[src/design/assert_macros.svh]
// Assertion macros shared by the tokenizer RTL.
`ifndef ASSERT_MACROS_SVH
`define ASSERT_MACROS_SVH
`ifndef NO_ASSERTIONS
`define ASSERT_IMPL(label, clk, rst_n, prop) \
  label: assert property (@(posedge clk) disable iff (!rst_n) (prop)) \
    else $error("assertion failed");
`define ASSERT_NEVER(label, clk, rst_n, cond) \
  label: assert property (@(posedge clk) disable iff (!rst_n) !(cond)) \
    else $error("forbidden condition");
`else
`define ASSERT_IMPL(label, clk, rst_n, prop)
`define ASSERT_NEVER(label, clk, rst_n, cond)
`endif
`endif

[src/design/sqt_pkg.sv]
package sqt_pkg;

  localparam int unsigned MaxSourceBytes = 1048576;
  localparam int unsigned KeywordMaxChars = 7;
  localparam int unsigned NumKeywords = 21;
  localparam int unsigned MaxRecs = 4;
  localparam logic [20:0] CntMax = 21'h1FFFFF;

  typedef enum logic [4:0] {
    K_EOF = 5'd0, K_IDENT = 5'd1, K_KW = 5'd2, K_INT = 5'd3, K_FLOAT = 5'd4,
    K_STR = 5'd5, K_LPAREN = 5'd6, K_RPAREN = 5'd7, K_COMMA = 5'd8,
    K_SEMI = 5'd9, K_STAR = 5'd10, K_DOT = 5'd11, K_EQ = 5'd12, K_LT = 5'd13,
    K_LE = 5'd14, K_NE = 5'd15, K_GT = 5'd16, K_GE = 5'd17, K_UNK = 5'd18
  } kind_e;

  typedef struct packed {
    logic [7:0] byte_value;
    logic       byte_valid;
    logic       end_of_source;
  } in_item_t;

  typedef struct packed {
    logic [4:0]  token_kind;
    logic [4:0]  keyword_id;
    logic [19:0] start_offset;
    logic [20:0] token_length;
    logic [20:0] start_line;
    logic [20:0] start_column;
    logic        last_of_run;
  } rec_t;

  // One bundle of up to four records caused by one input transaction.
  typedef struct packed {
    logic [2:0]           count;
    rec_t [MaxRecs-1:0]   recs;
  } bundle_t;

  // Keyword id of a lowercased word of length len (0 when none).
  function automatic logic [4:0] keyword_lookup(input logic [55:0] w, input logic [2:0] len);
    logic [4:0] id;
    id = 5'd0;
    unique case (len)
      3'd2: begin
        if (w[15:0] == {"s", "a"}) id = 5'd2;
        else if (w[15:0] == {"f", "i"}) id = 5'd8;
        else if (w[15:0] == {"r", "o"}) id = 5'd14;
      end
      3'd3: begin
        if (w[23:0] == {"d", "n", "a"}) id = 5'd1;
        else if (w[23:0] == {"y", "e", "k"}) id = 5'd11;
        else if (w[23:0] == {"t", "o", "n"}) id = 5'd12;
      end
      3'd4: begin
        if (w[31:0] == {"m", "o", "r", "f"}) id = 5'd7;
        else if (w[31:0] == {"o", "t", "n", "i"}) id = 5'd10;
        else if (w[31:0] == {"l", "l", "u", "n"}) id = 5'd13;
        else if (w[31:0] == {"e", "u", "r", "t"}) id = 5'd18;
      end
      3'd5: begin
        if (w[39:0] == {"e", "s", "l", "a", "f"}) id = 5'd6;
        else if (w[39:0] == {"e", "l", "b", "a", "t"}) id = 5'd17;
        else if (w[39:0] == {"e", "r", "e", "h", "w"}) id = 5'd21;
      end
      3'd6: begin
        if (w[47:0] == {"e", "t", "a", "e", "r", "c"}) id = 5'd3;
        else if (w[47:0] == {"s", "t", "s", "i", "x", "e"}) id = 5'd5;
        else if (w[47:0] == {"t", "r", "e", "s", "n", "i"}) id = 5'd9;
        else if (w[47:0] == {"t", "c", "e", "l", "e", "s"}) id = 5'd16;
        else if (w[47:0] == {"e", "u", "q", "i", "n", "u"}) id = 5'd19;
        else if (w[47:0] == {"s", "e", "u", "l", "a", "v"}) id = 5'd20;
      end
      3'd7: begin
        if (w == {"t", "l", "u", "a", "f", "e", "d"}) id = 5'd4;
        else if (w == {"y", "r", "a", "m", "i", "r", "p"}) id = 5'd15;
      end
      default: id = 5'd0;
    endcase
    return id;
  endfunction

endpackage

[src/design/sqt_back.sv]
// Back: serialize a bundle into single record transactions.
module sqt_back (
  input  logic             clk_i,
  input  logic             rst_ni,
  input  logic             empty_i,
  input  sqt_pkg::bundle_t head_i,
  output logic             pop_o,
  output logic             out_valid_o,
  input  logic             out_ready_i,
  output sqt_pkg::rec_t    out_rec_o
);
  logic [1:0] idx_q;
  logic fire, last;

  assign out_valid_o = !empty_i;
  assign out_rec_o = head_i.recs[idx_q];
  assign fire = out_valid_o && out_ready_i;
  assign last = (3'(idx_q) + 3'd1) == head_i.count;
  assign pop_o = fire && last;

  always_ff @(posedge clk_i or negedge rst_ni) begin
    if (!rst_ni) idx_q <= '0;
    else if (fire) idx_q <= last ? 2'd0 : idx_q + 2'd1;
  end
endmodule
[config.mk]
export PLATFORM = sky130hd
export DESIGN_NAME = sqt_back
export DESIGN_NICKNAME = d
export VERILOG_FILES = /design/src/design/assert_macros.svh /design/src/design/sqt_pkg.sv /design/src/design/sqt_back.sv
export SDC_FILE = /design/constraint.sdc
export NUM_CORES = 1
export LEC_CHECK = 0
export ABC_AREA = 1
export ABC_CLOCK_PERIOD_IN_PS = 1500
export BUFFER_PORTS_ARGS = -buffer_cell sky130_fd_sc_hd__buf_4
export CAP_MARGIN = 30
export CORE_AREA = 2 2 184 186
export DETAILED_ROUTE_END_ITERATION = 16
export DIE_AREA = 0 0 186 188
export SLEW_MARGIN = 5
export SYNTH_ARGS = -nofsm -noshare
export SYNTH_HDL_FRONTEND = slang
export SYNTH_SLANG_ARGS = --single-unit
[constraint.sdc]
create_clock -name clk_i -period 1.5 [get_ports clk_i]
set_input_delay 0.15 -clock clk_i [delete_from_list [all_inputs] [get_ports clk_i]]
set_output_delay 0.15 -clock clk_i [all_outputs]
set_load 0.005 [all_outputs]
==> out/metrics.cfg, run 1 <==
[floorplanning]
core-area_um2 = 33100
die_area_um2 = 35000
die_x_um = 186
start_util_pct = 8.46
num_rows = 67
ios = 479
dieHeight_um = 188

[critical_path]
cpMaxStageDelayCell = dfrtp_4
worst_setup_path_start_kind = register
cp_cell_sequence = clkinv_8, buf_16, buf_12, o21ai_1, o22ai_1, buf_4
endpoint = out_rec_o[63]
cp_max_fo = 18
cp-end-kind = primary output
worstPathArrival_ns = 1.67
worstReg2RegStart = idx_q[0]
cpPeakStageDelay_ns = 0.55
worstReg2RegEnd = idx_q[1]
worst-r2r-setup-slack_ns = 0.02
critPathRequiredTime_ns = 1.35
setup.worst_path.class = reg -> out
cp_num_cells = 6
critical-path-top-delay-family = buffers and inverters
cp-startpoint = idx_q[0]
crit_buf_inv = 4
r2r_cells = 8

[cells_and_area]
fillers = 3668
num-nets-final = 1434
design_area_um2 = 8170
multi_input_area_um2 = 2740
final-seq-area_um2 = 55.1
regMostFlops = idx_q
largest_reg_flops = 2
reg_top3 = idx_q (2)
utilization_pct = 24.7
antenna_cells = 0
syn_to_final_growth_pct = 191
drive_gt1_share_pct = 61.2

[placed_design]
place.gp.congestion = 0.909
postPlaceCellArea_um2 = 7030
portBuffers = 478
place_hpwl_um = 17500

[sta]
whs_ns = 0.294
post-route-period-util_pct = 121
period_needed_ns = 1.82
maxSlewViolCount = 0
rsz0062_at_grt = true
maxSlewHeadroom_pct = 78.2
worstMarginPinSlew_ns = 0.324
finClkSkew_ns = 0.0000633
hold_viol = 0
layout_setup_ws_ns = -0.316
fmax_mhz = 551
setup_viol = 95

[power]
peakVddDrop_uv = 822
p_per_area_nw_per_um2 = 1480
p_leak_uw = 0.00380

[synth]
synthTopCellsByArea = o21ai_0 31%, nor2_1 26%, o22ai_1 21%
ys.warnings.count = 0
seq_area_frac_synth_pct = 1.79
ys_seq_elements = 2
syn_avg_cell_area_um2 = 5.01
synthMostInstantiatedCell = nor2_1
synth_cell_type_count = 19
synth_ff_type = dfrtp_1
synth_top_area_share_pct = 30.7
netlist_area_um2 = 2800
synthArstFlopShare_pct = 100
synth_nets = 943
synth_area_leader_cell = o21ai_0
synth-edff-count = 0
synthCells = 559
synthTopCellsByCount = 191 x nor2_1, 172 x o21ai_0, 94 x o22ai_1

[global_route]
grt_max_degree = 50
antenna_found_initial = 0
gr-usage-all-layers_pct = 12.1
grt_pass1_wl_um = 32800
overflow = 0
grt_pass1_vias = 5924

[clock_tree]
clk_pin_slew_ns = 0.03
htreeDepth = 1
cts-root-buf = clkbuf_16
clock_latency_ns = 0.22
cts_buffers = 3
cts_buffer_depth = 2
cts_tree = done
clock_sinks = 2

[drt]
wirelength_um = 25300
via_per_inst = 4.23
route.detailed.drc = 0
wl_per_cell_um = 16.9
ant_nets = 0
vias = 6322
dr.first_iter.drc_count = 311
drt_pre_antenna_iters = 5

[outcome]
outcome = finished, violations left
violations = setup timing

[worst_hold_path]
hp-class = in -> async

[flow_run]
max_cap_violations = 0

==> logic make-up (layout without fill, tap and decap cells) <==
group	after synthesis	count (layout)	share of synthesized area [%]
buf+inv	68	557	15.4
xor+xnor	1	1	0.313
flops	2	2	1.79
compound gates	282	282	54.6
fa+ha+maj	1	1	0.446
simple gates	205	205	27.5
==> area by class of cell <==
cell class,count,area share (%)
sequential,2,0.674
multi-input combinational,489,33.6
clock buffer,3,0.919
inverter,7,0.567
tap,448,6.86
timing repair buffer,547,57.4
==> routing by layer <==
layer / vias up / wire length (um) / track usage [%] / part of all wire [%]
met4: 0 / 435 / 3.33 / 1.7
met1: 2910 / 9860 / 14.2 / 39
met5: - / 0 / 0 / 0
li1: 2983 / - / - / -
met3: 39 / 2230 / 2.52 / 8.8
met2: 390 / 12800 / 22.1 / 50
==> through the flow <==
stage / setup TNS, ns / worst slack [ns] / std cells / power (uW)
detailed placement: -0.816 / -0.0841 / 1472 / 8820
global route: -25.48 / -0.329 / 1496 / 12900
floorplan: 0 / 0.250 / 559 / 4260
CTS: -20.55 / -0.275 / 1489 / 10900
global placement: -0.203 / -0.0774 / 1472 / 8740
finish: -20.52 / -0.316 / 1496 / 12100
==> what timing repair did <==
item | CTS | global route
pin swaps | 14 | 14
hold buffers | 1 | 0
gates cloned | 10 | 5
endpoints found under the setup margin | 97 | 97
setup buffers | 3 | 3
hold endpoints to repair | 2 | 0
resized for setup | 107 | 158
==> report_power, final <==
part / leakage (uW) / internal (uW) / switching, uW
Sequential: 0.0000224 / 84.4 / 97.8
Clock: 0.0000370 / 339 / 60.0
Combinational: 0.00374 / 6010 / 5530
Total: 0.00380 / 6440 / 5680
==> placed cells by master (no fill, tap or decap), types with 5 or more instances in the layout <==
master / synthesis / final
nor2_4: 0 / 11
o21ai_2: 0 / 30
buf_16: 0 / 12
buf_4: 12 / 500
inv_1: 5 / 5
buf_12: 0 / 14
o22ai_2: 0 / 13
nor2_1: 191 / 155
buf_8: 1 / 5
nor2_2: 0 / 25
o21ai_4: 0 / 5
buf_6: 12 / 10
o21ai_0: 172 / 65
clkbuf_16: 0 / 8
nand2_1: 13 / 12
o21ai_1: 16 / 88
o22ai_1: 94 / 81
==> worst reg2reg max path, delay by kind of cell (launching register included) <==
kind	cells	cell delay (ns)
DFF	1	0.55
buffers and inverters	3	0.46
and+or+nand+nor	5	0.37
==> how the worst min path moves through the flow <==
stage	startpoint	to	slack, ns	depth (start not counted)
6_report	rst_ni	idx_q[1]	0.29	2
5_1_grt	rst_ni	idx_q[0]	0.29	2
3_5_place_dp	rst_ni	idx_q[0]	-0.06	1
4_1_cts	rst_ni	idx_q[1]	0.26	2
2_1_floorplan	rst_ni	idx_q[0]	-0.15	0
3_3_place_gp	rst_ni	idx_q[0]	-0.07	1
No activity file was read; power rests on OpenSTA's default activity.
==> run 2, diff against run 1 <==
--- a/config.mk
+++ b/config.mk
@@ -10,8 +10,10 @@
 export BUFFER_PORTS_ARGS = -buffer_cell sky130_fd_sc_hd__buf_4
 export CAP_MARGIN = 30
 export CORE_AREA = 2 2 184 186
+export CTS_CLUSTER_SIZE = 40
 export DETAILED_ROUTE_END_ITERATION = 16
 export DIE_AREA = 0 0 186 188
+export RECOVER_POWER = 25
 export SLEW_MARGIN = 5
 export SYNTH_ARGS = -nofsm -noshare
 export SYNTH_HDL_FRONTEND = slang
==> out/metrics.cfg, run 2 (synthesis results as in run 1) <==
[drt]
via_per_inst = 4.23
drt_pre_antenna_iters = 5
wl_per_cell_um = 16.9
wirelength_um = 25300
route.detailed.drc = 0
ant_nets = 0
vias = 6321
dr.first_iter.drc_count = 310

[global_route]
grt_max_degree = 50
overflow = 0
gr-usage-all-layers_pct = 12.1
grt_pass1_vias = 5924
grt_pass1_wl_um = 32800
antenna_found_initial = 0

[critical_path]
worst-r2r-setup-slack_ns = 0.02
worst_setup_path_start_kind = register
worstReg2RegEnd = idx_q[1]
worstReg2RegStart = idx_q[0]
cpMaxStageDelayCell = dfrtp_4
setup.worst_path.class = reg -> out
cpPeakStageDelay_ns = 0.55
cp_max_fo = 18
worstPathArrival_ns = 1.66
cp-end-kind = primary output
cp_cell_sequence = clkinv_8, buf_16, buf_12, o21ai_1, o22ai_1, buf_4
critPathRequiredTime_ns = 1.35
r2r_cells = 8

[cells_and_area]
drive_gt1_share_pct = 61.1
syn_to_final_growth_pct = 191
final_cell_mix = 499 x buf_4, 155 x nor2_1, 88 x o21ai_1
final_common_cell = buf_4
antenna_cells = 0
reg_top3 = idx_q (2)
design_area_um2 = 8160
regMostFlops = idx_q
num-nets-final = 1434
largest_reg_flops = 2

[clock_tree]
clk_pin_slew_ns = 0.03
cts_buffer_depth = 2
cts_tree = done
htreeDepth = 1
clock_latency_ns = 0.22
clock_sinks = 2
cts_buffers = 3
cts-root-buf = clkbuf_16

[floorplanning]
die_area_um2 = 35000
core-area_um2 = 33100
num_rows = 67
die_x_um = 186
ios = 479
dieHeight_um = 188
start_util_pct = 8.46

[placed_design]
place.gp.congestion = 0.909
place_hpwl_um = 17500
portBuffers = 478
postPlaceCellArea_um2 = 7030

[sta]
layout_setup_ws_ns = -0.311
maxSlewViolCount = 0
period_needed_ns = 1.81
worstMarginPinSlew_ns = 0.324
fmax_mhz = 552
setup_viol = 95
rsz0062_at_grt = true
finClkSkew_ns = 0.000136
hold_viol = 0
maxSlewHeadroom_pct = 78.2
post-route-period-util_pct = 121

[power]
p_per_area_nw_per_um2 = 1480
p_leak_uw = 0.00380
p_total_uw = 12100
peakVddDrop_uv = 822

[flow_run]
max_cap_violations = 0

[worst_hold_path]
hp-class = in -> async

[outcome]
outcome = finished, violations left
violations = setup timing

-- run 2: changes by cell type in the layout (fill, tap and decap cells not counted) --
| cell | delta |
|---|---|
| clkbuf_1 | +1 |
| buf_4 | -1 |
-- run 2: routing by layer --
metal  share of wire [%]  track usage [%]  vias up
met5                   0                0        -
met4                 1.7             3.33        0
met3                 8.9             2.52       39
met2                  50             22.1      390
met1                  39             14.2     2908
li1                    -                -     2984
-- run 2: power breakdown --
group / total (uW) / switching (uW) / internal [uW]
clock: 399 / 60.1 / 339
combinational: 11500 / 5520 / 6010
sequential: 182 / 97.8 / 84.4
-- run 2: critical path, delay by kind of cell, from the launching register on --
kind / cells / cell delay [ns]
buf+inv: 4 / 0.60
flops: 1 / 0.55
compound gates: 2 / 0.26
-- run 2: how the worst max path moves through the flow --
| stage | from | to |
|---|---|---|
| global route | idx_q[0] | out_rec_o[65] |
| finish | idx_q[0] | out_rec_o[63] |
| detailed placement | idx_q[0] | out_rec_o[42] |
| global placement | idx_q[0] | out_rec_o[42] |
| floorplan | idx_q[1] | pop_o |
| CTS | idx_q[0] | out_rec_o[92] |
-- run 2: stage by stage --
stage          hold WS [ns]  std cells  setup slack [ns]  util [%]  TNS (ns)
2_1_floorplan        -0.146        559             0.250         -         0
3_3_place_gp        -0.0659       1472           -0.0774      21.2    -0.203
3_5_place_dp        -0.0638       1472           -0.0841      21.2    -0.816
4_1_cts               0.256       1489            -0.275      23.3    -20.55
5_1_grt               0.294       1496            -0.329      24.7    -25.48
6_report              0.291       1496            -0.311      24.7    -20.33
-- run 2: repair_timing --
item	4_1_cts	5_1_grt
pin swaps	14	14
endpoints found under the setup margin	97	97
resized for setup	107	158
setup buffers	3	3
gates cloned	10	5
hold buffers	1	0
hold endpoints to repair	2	0
-- run 2: cell type report --
cell class,instances,area (um2)
Inverter,7,46.3
Sequential cell,2,55.1
Multi-Input combinational cell,489,2740
Clock buffer,3,75.1
Tap cell,448,561
Fill cell,3670,24900
Timing Repair Buffer,547,4680
==> run 3, diff against run 2 <==
--- a/config.mk
+++ b/config.mk
@@ -9,10 +9,10 @@
 export ABC_CLOCK_PERIOD_IN_PS = 1500
 export BUFFER_PORTS_ARGS = -buffer_cell sky130_fd_sc_hd__buf_4
 export CAP_MARGIN = 30
-export CORE_AREA = 2 2 184 186
+export CORE_AREA = 10 10 177 179
 export CTS_CLUSTER_SIZE = 40
 export DETAILED_ROUTE_END_ITERATION = 16
-export DIE_AREA = 0 0 186 188
+export DIE_AREA = 0 0 187 189
 export RECOVER_POWER = 25
 export SLEW_MARGIN = 5
 export SYNTH_ARGS = -nofsm -noshare
==> out/metrics.cfg, run 3 (synthesis results as in run 1) <==
[outcome]
outcome = finished, violations left
violations = setup timing

[critical_path]
setup.worst_path.class = reg -> out
cpMaxStageDelayCell = dfrtp_4
worstPathArrival_ns = 1.63
worst_setup_path_start_kind = register
cpPeakStageDelay_ns = 0.55
crit_buf_inv = 3
cp-end-kind = primary output
critical-path-top-delay-family = flip-flops
critPathRequiredTime_ns = 1.35
cp_cell_sequence = buf_16, buf_4, o21ai_0, o22ai_1, buf_4
cp_max_fo = 30
cp_common_cell = buf_4

[clock_tree]
clock_latency_ns = 0.22
cts-root-buf = clkbuf_16
htreeDepth = 1
cts_tree = done
cts_buffer_depth = 2
cts_buffers = 3
clock_sinks = 2
clk_pin_slew_ns = 0.03

[floorplanning]
start_util_pct = 10.1
die_area_um2 = 35300
die_x_um = 187
num_rows = 61
core-area_um2 = 27600
ios = 479
dieHeight_um = 189

[worst_hold_path]
hp-class = in -> async

[sta]
maxSlewHeadroom_pct = 80.2
hold_viol = 0
fmax_mhz = 563
worstMarginPinSlew_ns = 0.294
finClkSkew_ns = 0.000188
whs_ns = 0.278
post-route-period-util_pct = 118
rsz0062_at_grt = true
setup_viol = 95
period_needed_ns = 1.78
maxSlewViolCount = 0
layout_setup_ws_ns = -0.277

[global_route]
antenna_found_initial = 0
grt_pass1_wl_um = 36300
grt_pass1_vias = 6325
grt_max_degree = 60
overflow = 0
gr-usage-all-layers_pct = 12.7

[placed_design]
pre_cts_ws_ns = -0.109
place_hpwl_um = 20500
postPlaceCellArea_um2 = 6940
portBuffers = 478
place.gp.congestion = 0.957

[cells_and_area]
final_common_cell = buf_4
utilization_pct = 28.1
final_cell_mix = 507 x buf_4, 174 x nor2_1, 89 x o21ai_1
drive_gt1_share_pct = 57.3
largest_reg_flops = 2
reg_top3 = idx_q (2)
antenna_cells = 0
num-nets-final = 1436
design_area_um2 = 7750
syn_to_final_growth_pct = 177
regMostFlops = idx_q

[power]
p_leak_uw = 0.00372
peakVddDrop_uv = 715
p_per_area_nw_per_um2 = 1480

[drt]
met2_length_um = 13700
vias = 6156
routed-wl-met3_um = 2300
dr.max_layer_used = met4
drt_pre_antenna_iters = 5
wirelength_um = 27200
dr.first_iter.drc_count = 354
ant_nets = 0
wl_per_cell_um = 19.0
route.detailed.drc = 0
drt-met1-wl_um = 10400
via_per_inst = 4.31

[flow_run]
max_cap_violations = 0

run 3: layer usage:
layer | vias to the layer above | track usage [%]
met5 | - | 0
met1 | 2755 | 14.1
li1 | 2991 | -
met3 | 39 | 3.62
met2 | 371 | 23.1
met4 | 0 | 3.26
run 3: timing repair:
| action | in CTS | in global routing |
|---|---|---|
| setup buffers | 8 | 1 |
| endpoints found under the hold margin | 2 | 0 |
| cloned | 4 | 8 |
| pin swaps | 4 | 15 |
| setup endpoints to repair | 95 | 97 |
| gates resized for setup | 36 | 148 |
| hold buffers | 1 | 0 |
run 3: power breakdown:
group | internal, uW | switching (uW) | total (uW)
registers | 84.9 | 80.0 | 165
logic | 5690 | 5220 | 10900
clock network | 339 | 57.3 | 396
total | 6110 | 5360 | 11500
run 3: path summary, 6_finish.rpt:
check / slack [ns] / cells past startpoint / startpoint / end
worst min-delay path: 0.28 / 2 / rst_ni / idx_q[0]
worst max register to register: 0.06 / 6 / idx_q[0] / idx_q[0]
max in group asynchronous: 1.08 / 2 / rst_ni / idx_q[0]
worst min register to register: 0.94 / 4 / idx_q[1] / idx_q[1]
min in group clk_i: 0.31 / 4 / out_ready_i / idx_q[1]
worst max-delay path: -0.28 / 5 / idx_q[0] / out_rec_o[63]
run 3: cell type report:
cell class,instances,area [um2]
fill,3061,19900
clock buffer,3,75.1
inverter,7,41.3
timing repair buffer,549,4570
tap,378,473
sequential,2,55.1
multi-input combinational,489,2530
run 3: per-stage QoR:
stage | instances | total power [uW] | TNS, ns
floorplan | 559 | 4260 | 0
global placement | 1403 | 8950 | -0.385
global route | 1428 | 12400 | -24.53
finish | 1428 | 11500 | -18.28
detailed placement | 1403 | 8960 | -0.716
CTS | 1419 | 10200 | -18.51
run 3: worst reg2reg max path: stages (launching register included):
cell and delay [ns]:
dfrtp_4 0.55, ha_4 0.27, xnor2_1 0.17, nand3_2 0.10, buf_4 0.15, nand2_1 0.05
nand2_1 0.04
