## src/design/assert_macros.svh

```systemverilog
// Assertion macros shared by the tokenizer RTL.
`ifndef ASSERT_MACROS_SVH
`define ASSERT_MACROS_SVH
`ifndef NO_ASSERTIONS
`define ASSERT_IMPL(label, clk, rst_n, prop) \
  label: assert property (@(posedge clk) disable iff (!rst_n) (prop)) \
    else $error("assertion failed");
`define ASSERT_NEVER(label, clk, rst_n, cond) \
  label: assert property (@(posedge clk) disable iff (!rst_n) !(cond)) \
    else $error("forbidden condition");
`else
`define ASSERT_IMPL(label, clk, rst_n, prop)
`define ASSERT_NEVER(label, clk, rst_n, cond)
`endif
`endif

```

## src/design/sqt_pkg.sv

```systemverilog
package sqt_pkg;

  localparam int unsigned MaxSourceBytes = 1048576;
  localparam int unsigned KeywordMaxChars = 7;
  localparam int unsigned NumKeywords = 21;
  localparam int unsigned MaxRecs = 4;
  localparam logic [20:0] CntMax = 21'h1FFFFF;

  typedef enum logic [4:0] {
    K_EOF = 5'd0, K_IDENT = 5'd1, K_KW = 5'd2, K_INT = 5'd3, K_FLOAT = 5'd4,
    K_STR = 5'd5, K_LPAREN = 5'd6, K_RPAREN = 5'd7, K_COMMA = 5'd8,
    K_SEMI = 5'd9, K_STAR = 5'd10, K_DOT = 5'd11, K_EQ = 5'd12, K_LT = 5'd13,
    K_LE = 5'd14, K_NE = 5'd15, K_GT = 5'd16, K_GE = 5'd17, K_UNK = 5'd18
  } kind_e;

  typedef struct packed {
    logic [7:0] byte_value;
    logic       byte_valid;
    logic       end_of_source;
  } in_item_t;

  typedef struct packed {
    logic [4:0]  token_kind;
    logic [4:0]  keyword_id;
    logic [19:0] start_offset;
    logic [20:0] token_length;
    logic [20:0] start_line;
    logic [20:0] start_column;
    logic        last_of_run;
  } rec_t;

  // One bundle of up to four records caused by one input transaction.
  typedef struct packed {
    logic [2:0]           count;
    rec_t [MaxRecs-1:0]   recs;
  } bundle_t;

  // Keyword id of a lowercased word of length len (0 when none).
  function automatic logic [4:0] keyword_lookup(input logic [55:0] w, input logic [2:0] len);
    logic [4:0] id;
    id = 5'd0;
    unique case (len)
      3'd2: begin
        if (w[15:0] == {"s", "a"}) id = 5'd2;
        else if (w[15:0] == {"f", "i"}) id = 5'd8;
        else if (w[15:0] == {"r", "o"}) id = 5'd14;
      end
      3'd3: begin
        if (w[23:0] == {"d", "n", "a"}) id = 5'd1;
        else if (w[23:0] == {"y", "e", "k"}) id = 5'd11;
        else if (w[23:0] == {"t", "o", "n"}) id = 5'd12;
      end
      3'd4: begin
        if (w[31:0] == {"m", "o", "r", "f"}) id = 5'd7;
        else if (w[31:0] == {"o", "t", "n", "i"}) id = 5'd10;
        else if (w[31:0] == {"l", "l", "u", "n"}) id = 5'd13;
        else if (w[31:0] == {"e", "u", "r", "t"}) id = 5'd18;
      end
      3'd5: begin
        if (w[39:0] == {"e", "s", "l", "a", "f"}) id = 5'd6;
        else if (w[39:0] == {"e", "l", "b", "a", "t"}) id = 5'd17;
        else if (w[39:0] == {"e", "r", "e", "h", "w"}) id = 5'd21;
      end
      3'd6: begin
        if (w[47:0] == {"e", "t", "a", "e", "r", "c"}) id = 5'd3;
        else if (w[47:0] == {"s", "t", "s", "i", "x", "e"}) id = 5'd5;
        else if (w[47:0] == {"t", "r", "e", "s", "n", "i"}) id = 5'd9;
        else if (w[47:0] == {"t", "c", "e", "l", "e", "s"}) id = 5'd16;
        else if (w[47:0] == {"e", "u", "q", "i", "n", "u"}) id = 5'd19;
        else if (w[47:0] == {"s", "e", "u", "l", "a", "v"}) id = 5'd20;
      end
      3'd7: begin
        if (w == {"t", "l", "u", "a", "f", "e", "d"}) id = 5'd4;
        else if (w == {"y", "r", "a", "m", "i", "r", "p"}) id = 5'd15;
      end
      default: id = 5'd0;
    endcase
    return id;
  endfunction

endpackage

```

## src/design/sqt_queue.sv

```systemverilog
// Short bundle queue between front and back.
module sqt_queue #(
  parameter int unsigned Depth = 2
) (
  input  logic             clk_i,
  input  logic             rst_ni,
  input  logic             push_i,
  input  sqt_pkg::bundle_t push_data_i,
  output logic             full_o,
  output logic             empty_o,
  input  logic             pop_i,
  output sqt_pkg::bundle_t head_o
);
  localparam int unsigned AW = (Depth > 1) ? $clog2(Depth) : 1;
  sqt_pkg::bundle_t mem_q [Depth];
  logic [AW-1:0] wr_q, rd_q;
  logic [AW:0]   cnt_q;

  assign full_o = cnt_q == (AW+1)'(Depth);
  assign empty_o = cnt_q == '0;
  assign head_o = mem_q[rd_q];

  always_ff @(posedge clk_i) begin
    if (push_i) mem_q[wr_q] <= push_data_i;
  end

  always_ff @(posedge clk_i or negedge rst_ni) begin
    if (!rst_ni) begin
      wr_q <= '0; rd_q <= '0; cnt_q <= '0;
    end else begin
      if (push_i) wr_q <= (wr_q == AW'(Depth - 1)) ? '0 : wr_q + AW'(1);
      if (pop_i) rd_q <= (rd_q == AW'(Depth - 1)) ? '0 : rd_q + AW'(1);
      cnt_q <= cnt_q + (AW+1)'(push_i) - (AW+1)'(pop_i);
    end
  end
endmodule

```

## config.mk

```make
export PLATFORM = sky130hd
export DESIGN_NAME = sqt_queue
export DESIGN_NICKNAME = d
export VERILOG_FILES = /design/src/design/assert_macros.svh /design/src/design/sqt_pkg.sv /design/src/design/sqt_queue.sv
export SDC_FILE = /design/constraint.sdc
export NUM_CORES = 1
export LEC_CHECK = 0
export ABC_AREA = 1
export BUFFER_PORTS_ARGS = -buffer_cell sky130_fd_sc_hd__buf_2
export CELL_PAD_IN_SITES_DETAIL_PLACEMENT = 0
export CELL_PAD_IN_SITES_GLOBAL_PLACEMENT = 2
export CORE_AREA = 2 2 300 302
export CTS_BUF_LIST = sky130_fd_sc_hd__clkbuf_4
export CTS_CLUSTER_SIZE = 8
export DETAILED_ROUTE_END_ITERATION = 12
export DIE_AREA = 0 0 302 304
export GPL_TIMING_DRIVEN = 0
export PLACE_DENSITY_LB_ADDON = 0.1
export SYNTH_ARGS = -nofsm -noshare
export SYNTH_HDL_FRONTEND = slang
export SYNTH_SLANG_ARGS = --single-unit
```

## constraint.sdc

```tcl
create_clock -name clk_i -period 21.9 [get_ports clk_i]
set_clock_uncertainty 0.05 [all_clocks]
set_input_delay 2.19 -clock clk_i [delete_from_list [all_inputs] [get_ports clk_i]]
set_output_delay 2.19 -clock clk_i [all_outputs]
set_load 0.05 [all_outputs]
```

==> results of run 1 <==
worst register-to-register path: stages, from the launching register on:
cell and delay, ns:
dfrtp_1 0.42, nand2_1 0.16, inv_8 0.42, buf_16 0.38, buf_16 0.53
area by class of cell:
type / count / area [um2]
flip-flops and latches: 762 / 22900
multi-input cells: 772 / 3410
repair buffers: 783 / 4280
plain buffers: 84 / 479
fillers: 8640 / 52500
inverters: 386 / 1460
diodes: 17 / 42.5
clock inverters: 39 / 196
clock buffers: 309 / 2320
well taps: 1176 / 1470
sequential cells by signal, summed over array words and instances (netlist names):
| signal | cells |
|---|---|
| mem_q | 758 |
| wr_q | 1 |
| cnt_q | 2 |
| rd_q | 1 |
power groups by stage:
stage	Clock, mW	Combinational, mW	Sequential, mW
global route	1.35	2.85	2.01
floorplan	0	1.85	2.17
finish	1.22	2.68	1.99
CTS	1.27	2.74	1.99
detailed placement	0	2.73	2.02
global placement	0	2.67	2.30
metal layers:
| layer | share of wire | up-vias | track usage |
|---|---|---|---|
| li1 | - | 8957 | - |
| met1 | 0.34 | 8840 | 0.175 |
| met2 | 0.52 | 694 | 0.320 |
| met3 | 0.10 | 232 | 0.0870 |
| met4 | 0.038 | 40 | 0.0848 |
| met5 | 0.0031 | - | 0 |
placed cells by master (no fill, tap or decap), drive strengths merged:
master      n
edfxtp    758
dfrtp       4
xor2        2
nand3       1
nand2     385
bufinv      1
nor2        3
diode      17
clkinvlp    2
ha          2
clkinv     36
clkbuf    326
o21ai     379
inv       386
buf       850
kinds of logic after synthesis:
logic type	count (synthesis)
flops	762
buf+inv	470
xor+xnor	2
compound gates	379
simple gates	389
fa+ha+maj	2
worst max-delay path by stage:
stage,end,from,cells after the start
finish,head_o[137],rd_q$_DFFE_PN0P_,6
global route,head_o[139],rd_q$_DFFE_PN0P_,6
CTS,head_o[137],rd_q$_DFFE_PN0P_,6
detailed placement,mem_q[0][190]$_DFFE_PP_,push_i,9
global placement,mem_q[0][187]$_DFFE_PP_,push_i,3
floorplan,mem_q[0][0]$_DFFE_PP_,push_i,2
per-stage QoR:
stage | TNS, ns | cell area [um2] | hold WS (ns) | instances | power, mW
2_1_floorplan | 0 | 28200 | 0.411 | 2004 | 4.02
3_3_place_gp | -3417.37 | 33500 | 0.424 | 3943 | 4.96
3_5_place_dp | 0 | 34000 | 0.483 | 3963 | 4.75
4_1_cts | 0 | 36500 | 0.496 | 4311 | 6.00
5_1_grt | 0 | 36500 | 0.524 | 4322 | 6.21
6_report | 0 | 36500 | 0.496 | 4328 | 5.88
==> metrics.csv, run 1 <==
stage;metric;value;unit
status;outcome;finished, final reports clean;
yosys;Avg Cell Area, Syn;14.1;um2
yosys;EDFF count, synth;758;
power_and_ir_drop;sw frac;0.477;
layout;Final Util;0.410;
critical_path;CP peak stage delay;0.36;ns
yosys;Post-Synth Simple-Gate Area;0.0518;
timing;Worst-Margin Slew;0.655;ns
critical_path;critical path peak fanout;10;
yosys;ranking of synthesized cells by area;edfxtp_1 81%, o21ai_0 6.7%, inv_1 5.1%, nand2_1 5.1%, buf_2 0.73%;
timing;RSZ-0062 raised after global routing;false;
clocking;CTS-repair resized insts;0;
worst_hold_path;hold path startpoint;wr_q$_DFFE_PN0P_;
critical_path;start of the worst register-to-register path;wr_q$_DFFE_PN0P_;
layout;Final Net Count;3381;
clocking;clk slew on worst S/H paths;0.06;ns
yosys;largest family of logic cells by synthesized area;buffers and inverters;
yosys;Synth Net Count;2389;
global_routing;largest net degree at the start of global routing;105;
yosys;cell taking the most area after synthesis;edfxtp_1;
critical_path;Crit path buffers/inverters;4;
yosys;most frequent cells after synthesis;758 x edfxtp_1, 386 x inv_1, 385 x nand2_1;
critical_path;delay-heaviest family, CP;buffers and inverters;
drt;vias;18763;
drt;routed wire length;84000;um
critical_path;setup slack, reg-to-reg;19.41;ns
clocking;number of setup buffers added after CTS;0;
critical_path;slowest CP cell;buf_2;
clocking;total CTS buffers;207;
yosys;Distinct cells, synth;13;
yosys;Syn. warnings;0;
worst_hold_path;Hold Path Class;reg2reg;
floorplanning;DIE AREA;0.0918;mm2
timing;final worst slack;16.82;ns
timing;min cycle time layout;5.08;ns
timing;headroom to the max-slew limit;0.563;
power_and_ir_drop;clock power share;0.207;
yosys;Mapped Cells;2004;
yosys;Synth Area in Compound Gates;0.0673;
floorplanning;Starting Density;0.317;
yosys;area share of fa/ha/maj cells after synthesis;0.000888;
drt;mean number of vias per cell;4.34;
critical_path;Crit. End Element;primary output;
floorplanning;core box area;0.0890;mm2
drt;remaining routing DRC violations;0;
critical_path;R2R Path End;mem_q[1][136]$_DFFE_PP_;
global_routing;grt ovf;0;
critical_path;arrival time worst endpoint;2.84;ns
clocking;H-tree levels;4;
critical_path;Critical Path, Cell by Cell;buf_4 > buf_6 > buf_2 > nand2_1 > o21ai_0 > buf_2;
power_and_ir_drop;sequential share of power;0.338;
drt;detailed router's first-iteration violation count;890;
yosys;Post-synth ARST share;0.00525;
placed_design;post-placement setup slack;17.47;ns
clocking;maximum clock path buffer count;3;
worst_hold_path;Hold EP;wr_q$_DFFE_PN0P_;
clocking;Clk Latency, worst-skew pair;1.01;ns
run;max cap viols;0;
power_and_ir_drop;leakage power;15.7;nW
power_and_ir_drop;internal power;3.08;mW
yosys;Synth Register Bits;762;
layout;share of cells above drive strength 1;0.373;
layout;Layout area overhead;29.5;%
yosys;top-count cell post-synth;edfxtp_1;
placed_design;DPL Wire Length;60500;um
yosys;Synth Area in XOR/XNOR;0.000621;
floorplanning;die extent in y;304;um
power_and_ir_drop;pwr dens;161;mW/mm2
global_routing;initial antenna violation count;49;
critical_path;most used cell, CP;buf_2;
clocking;CTS Hold Buffers Added;0;
floorplanning;FP Rows;110;
timing;Final Hold Viols;0;
yosys;Mapped Area;0.0282;mm2
timing;FMAX;197;MHz
timing;period utilisation layout;0.232;
power_and_ir_drop;Sw Pwr;2.80;mW
global_routing;gr usage total;0.181;
yosys;proportion of netlist area held by the largest area contributor;0.807;
yosys;Main synth FF type;edfxtp_1;
floorplanning;Die Wd;302;um
critical_path;worst r2r path cells;4;
clocking;Root Buffer;clkbuf_4;
power_and_ir_drop;worst vdd ir;0.0000727;V
drt;antenna-violating nets left;0;
global_routing;vias in the first global route;18964;
worst_hold_path;Hold Path Depth;1;
yosys;mux share of post-synthesis cell area;0;
placed_design;count of input and output buffers;763;
timing;Slew Limit Fails;0;
clocking;clk sinks;762;
critical_path;CP startpoint kind;flip-flop;
floorplanning;I/O pin total;764;
yosys;post-synthesis sequential area ratio;0.811;
drt;drt wl/cell;19.4;um
timing;Setup-failing EPs final;0;
clocking;CTS tree;yes;
power_and_ir_drop;Comb power frac;0.455;
critical_path;kind of critical path;reg2out;
critical_path;Worst Path Required;19.66;ns
placed_design;GP Congestion;0.771;
global_routing;global-route wire length before repair;120000;um
drt;Pre-Repair DR Iteration Count;5;
Note: power is estimated with default switching activity, not from simulation.
==> inputs of run 2 (changes only) <==
ABC_AREA = 0   (was 1)
CORE_AREA = 2 2 301 303   (was 2 2 300 302)
DIE_AREA = 0 0 303 305   (was 0 0 302 304)
clock period = 4.4 ns   (was 21.9 ns; I/O delays follow)
==> metrics.csv, run 2 <==
stage;metric;value;unit;change
yosys;ranking of synthesized cells by area;edfxtp_1 80%, mux2_4 11%, mux2_2 7.1%, buf_6 0.87%, dfrtp_1 0.35%;;
yosys;cell taking the most area after synthesis;edfxtp_1;;
clocking;H-tree levels;4;;unchanged
placed_design;post-placement setup slack;1.70;ns;-15.76 ns
placed_design;DPL Wire Length;57400;um;-5.2%
placed_design;count of input and output buffers;763;;unchanged
yosys;EDFF count, synth;758;;unchanged
placed_design;GP Congestion;0.739;;-4.2%
yosys;proportion of netlist area held by the largest area contributor;0.804;;-0.00389
clocking;clk sinks;762;;unchanged
clocking;CTS-repair resized insts;0;;unchanged
yosys;Syn. warnings;0;;unchanged
yosys;Mapped Cells;1194;;-40%
yosys;most frequent cells after synthesis;758 x edfxtp_1, 200 x mux2_4, 179 x mux2_2;;
clocking;number of setup buffers added after CTS;0;;unchanged
yosys;Synth Register Bits;762;;unchanged
yosys;Post-synth ARST share;0.00525;;unchanged
yosys;Avg Cell Area, Syn;23.7;um2;+69%
clocking;maximum clock path buffer count;3;;unchanged
floorplanning;die extent in y;305;um;+0.33%
clocking;Root Buffer;clkbuf_4;;
yosys;Mapped Area;0.0283;mm2;+0.48%
status;failing step;clock tree synthesis (4_1_cts);;
yosys;post-synthesis sequential area ratio;0.807;;-0.00390
floorplanning;Die Wd;303;um;+0.33%
placed_design;post-place instance area;0.0342;mm2;+0.71%
yosys;Synth Net Count;1579;;-34%
clocking;total CTS buffers;202;;-2.4%
clocking;CTS Hold Buffers Added;702;;+702
status;outcome;aborted with a tool error;;
yosys;Distinct cells, synth;14;;+1
yosys;top-count cell post-synth;edfxtp_1;;
placed_design;Placed Instances;3157;;-20%
floorplanning;Starting Density;0.317;;+0.000551
status;Run Error;[ERROR RSZ-0060] Max buffer count reached.;;
yosys;Main synth FF type;edfxtp_1;;
floorplanning;I/O pin total;764;;unchanged
floorplanning;FP Rows;110;;unchanged
## run 2: metrics by stage
| stage | hold WS [ns] | utilization |
|---|---|---|
| after floorplan | 0.0944 | - |
| after global placement | 0.199 | 0.376 |
| after detailed placement | 0.205 | 0.383 |
## run 2: cells by family after synthesis
family | Yosys count | share of synthesized area
XOR/XNOR | 3 | 0.00146
adder cells (fa/ha/maj) | 2 | 0.000883
buffers and inverters | 44 | 0.0126
flip-flops | 762 | 0.807
multiplexers | 379 | 0.177
AND/OR/NAND/NOR | 4 | 0.000795
==> inputs of run 3 (changes only) <==
CELL_PAD_IN_SITES_DETAIL_PLACEMENT = not set   (was 0)
CELL_PAD_IN_SITES_GLOBAL_PLACEMENT = not set   (was 2)
CORE_AREA = 2 2 297 299   (was 2 2 301 303)
CTS_BUF_LIST = not set   (was sky130_fd_sc_hd__clkbuf_4)
CTS_CLUSTER_SIZE = not set   (was 8)
DIE_AREA = 0 0 299 301   (was 0 0 303 305)
PLACE_DENSITY_LB_ADDON = 0.15   (was 0.1)
clock period = 5.72 ns   (was 4.4 ns; I/O delays follow)
==> metrics.csv, run 3 <==
stage;metric;value;unit;change
timing;Slew Limit Fails;0;;
yosys;ranking of synthesized cells by area;edfxtp_1 80%, mux2_4 11%, mux2_2 7.1%, buf_6 0.87%, dfrtp_1 0.35%;;
floorplanning;Starting Density;0.328;;+0.0104
worst_hold_path;Hold Path Class;in2reg;;
critical_path;Crit. End Element;primary output;;
clocking;total CTS buffers;84;;-58%
drt;mean number of vias per cell;4.39;;
yosys;Mapped Area;0.0283;mm2;unchanged
layout;number of fill cells;7837;;
global_routing;largest net degree at the start of global routing;62;;
yosys;Avg Cell Area, Syn;23.7;um2;unchanged
layout;top flop regs;mem_q (758), cnt_q (2);;
yosys;top-count cell post-synth;edfxtp_1;;
placed_design;post-placement setup slack;2.79;ns;+1.08 ns
floorplanning;die extent in y;301;um;-1.3%
timing;RSZ-0062 raised after global routing;false;;
yosys;Synth Net Count;1579;;unchanged
floorplanning;FP Rows;108;;-1.8%
floorplanning;Die Wd;299;um;-1.3%
timing;Worst-Margin Slew;0.669;ns;
timing;final worst slack;2.68;ns;
layout;post-route insts no fill;3296;;
layout;share of cells above drive strength 1;0.621;;
timing;Final Hold Viols;0;;
timing;Setup-failing EPs final;0;;
power_and_ir_drop;leakage power;14.3;nW;
drt;vias;14475;;
layout;Final Util;0.426;;
timing;setup TNS;0;ns;
global_routing;vias in the first global route;15450;;
yosys;cell taking the most area after synthesis;edfxtp_1;;
yosys;Main synth FF type;edfxtp_1;;
layout;leading cell types in the layout, fill and taps excluded;782 x buf_2, 758 x edfxtp_1, 200 x mux2_4, 179 x mux2_2, 86 x clkbuf_16;;
global_routing;gr usage total;0.153;;
drt;Pre-Repair DR Iteration Count;4;;
drt;drt wl/cell;21.8;um;
timing;FMAX;329;MHz;
drt;detailed router's first-iteration violation count;766;;
placed_design;DPL Wire Length;52700;um;-8.2%
global_routing;initial antenna violation count;24;;
clocking;CTS tree;yes;;
clocking;H-tree levels;3;;-1
power_and_ir_drop;pwr dens;607;mW/mm2;
floorplanning;DIE AREA;0.0900;mm2;
yosys;EDFF count, synth;758;;unchanged
yosys;Distinct cells, synth;14;;unchanged
yosys;Syn. warnings;0;;unchanged
clocking;clk slew on worst S/H paths;0.06;ns;
yosys;post-synthesis sequential area ratio;0.807;;unchanged
layout;Largest register FFs;758;;
critical_path;CP startpoint kind;flip-flop;;
drt;routed wire length;71700;um;
placed_design;Placed Instances;3133;;-0.76%
clocking;Clk Latency, worst-skew pair;0.62;ns;
yosys;proportion of netlist area held by the largest area contributor;0.804;;unchanged
yosys;Synth Register Bits;762;;unchanged
clocking;maximum clock path buffer count;3;;unchanged
layout;Reg with most FFs;mem_q;;
layout;commonest non-fill, non-tap cell in the layout;buf_2;;
drt;remaining routing DRC violations;0;;
timing;headroom to the max-slew limit;0.553;;
clocking;clk sinks;762;;unchanged
clocking;CTS-repair resized insts;0;;unchanged
drt;antenna-violating nets left;0;;
run;max cap viols;0;;
placed_design;GP Congestion;0.777;;+5.1%
yosys;Mapped Cells;1194;;unchanged
clocking;Root Buffer;clkbuf_16;;
layout;Final Net Count;2450;;
yosys;most frequent cells after synthesis;758 x edfxtp_1, 200 x mux2_4, 179 x mux2_2;;
timing;period utilisation layout;0.531;;
yosys;Post-synth ARST share;0.00525;;unchanged
global_routing;global-route wire length before repair;100000;um;
status;outcome;finished, final reports clean;;
timing;min cycle time layout;3.04;ns;
power_and_ir_drop;worst vdd ir;0.000410;V;
critical_path;kind of critical path;reg2out;;
layout;Layout area overhead;30.1;%;
critical_path;Worst Path Required;5.10;ns;
power_and_ir_drop;Total Power;22.4;mW;
floorplanning;I/O pin total;764;;unchanged
clocking;number of setup buffers added after CTS;0;;unchanged
floorplanning;core box area;0.0865;mm2;
critical_path;arrival time worst endpoint;2.41;ns;
global_routing;grt ovf;0;;
placed_design;count of input and output buffers;763;;unchanged
critical_path;critical path peak fanout;10;;
-- run 3: cell counts after synthesis --
Identical to the previous run, type by type.
-- run 3: worst paths after layout --
| path | startpoint | end | slack [ns] | depth (start not counted) |
|---|---|---|---|---|
| worst min-delay path | push_data_i[80] | mem_q[0][80]$_DFFE_PP_ | 0.07 | 1 |
| worst min register to register | wr_q$_DFFE_PN0P_ | wr_q$_DFFE_PN0P_ | 0.51 | 1 |
| worst max register to register | wr_q$_DFFE_PN0P_ | mem_q[0][214]$_DFFE_PP_ | 3.15 | 6 |
| max in group asynchronous | rst_ni | rd_q$_DFFE_PN0P_ | 5.19 | 2 |
| worst max-delay path | rd_q$_DFFE_PN0P_ | head_o[152] | 2.68 | 4 |
| min in group asynchronous | rst_ni | cnt_q[0]$_DFF_PN0_ | 0.30 | 2 |
-- run 3: layer usage --
| metal | vias up | GRT usage | routed length, um |
|---|---|---|---|
| met2 | 533 | 0.276 | 38400 |
| li1 | 6556 | - | - |
| met4 | 22 | 0.0590 | 2200 |
| met3 | 151 | 0.0637 | 6420 |
| met5 | - | 0 | 126 |
| met1 | 7213 | 0.155 | 24600 |
-- run 3: layout make-up --
| class | instances | area (um2) | area share |
|---|---|---|---|
| sequential | 762 | 22900 | 0.620 |
| multi-input combinational | 388 | 5120 | 0.139 |
| timing repair buffer | 785 | 4300 | 0.117 |
| clock buffer | 103 | 2220 | 0.0601 |
| tap | 1155 | 1450 | 0.0392 |
| clock inverter | 47 | 520 | 0.0141 |
| buffer | 42 | 350 | 0.00951 |
| antenna | 12 | 30.0 | 0.000815 |
| inverter | 2 | 7.51 | 0.000204 |
-- run 3: logic make-up after synthesis --
family | after synthesis | share of synthesized area
buffers and inverters | 44 | 0.0126
multiplexers | 379 | 0.177
adder cells (fa/ha/maj) | 2 | 0.000883
XOR/XNOR | 3 | 0.00146
AND/OR/NAND/NOR | 4 | 0.000795
flip-flops | 762 | 0.807
-- run 3: report_power, final --
part / internal (mW) / switching [mW] / total (mW)
combinational: 2.81 / 6.63 / 9.43
clock: 3.17 / 2.17 / 5.34
sequential: 7.39 / 0.213 / 7.60
total: 13.4 / 9.01 / 22.4
-- run 3: timing repair --
item                       CTS  global route
hold endpoints to repair     4             0
hold buffers                 1             0
setup endpoints to repair    0             0
-- run 3: stage by stage --
stage	cell area, um2	hold WS [ns]
final	36900	0.0744
after floorplan	28300	0.226
after global placement	33600	0.332
after detailed placement	34100	0.342
after CTS	36800	0.0122
after global routing	36800	0.0193
-- run 3: critical path, stage by stage (launching register included) --
cell	delay, ns
dfrtp_1	0.34
buf_2	0.28
buf_2	0.48
mux2_2	0.44
buf_2	0.24
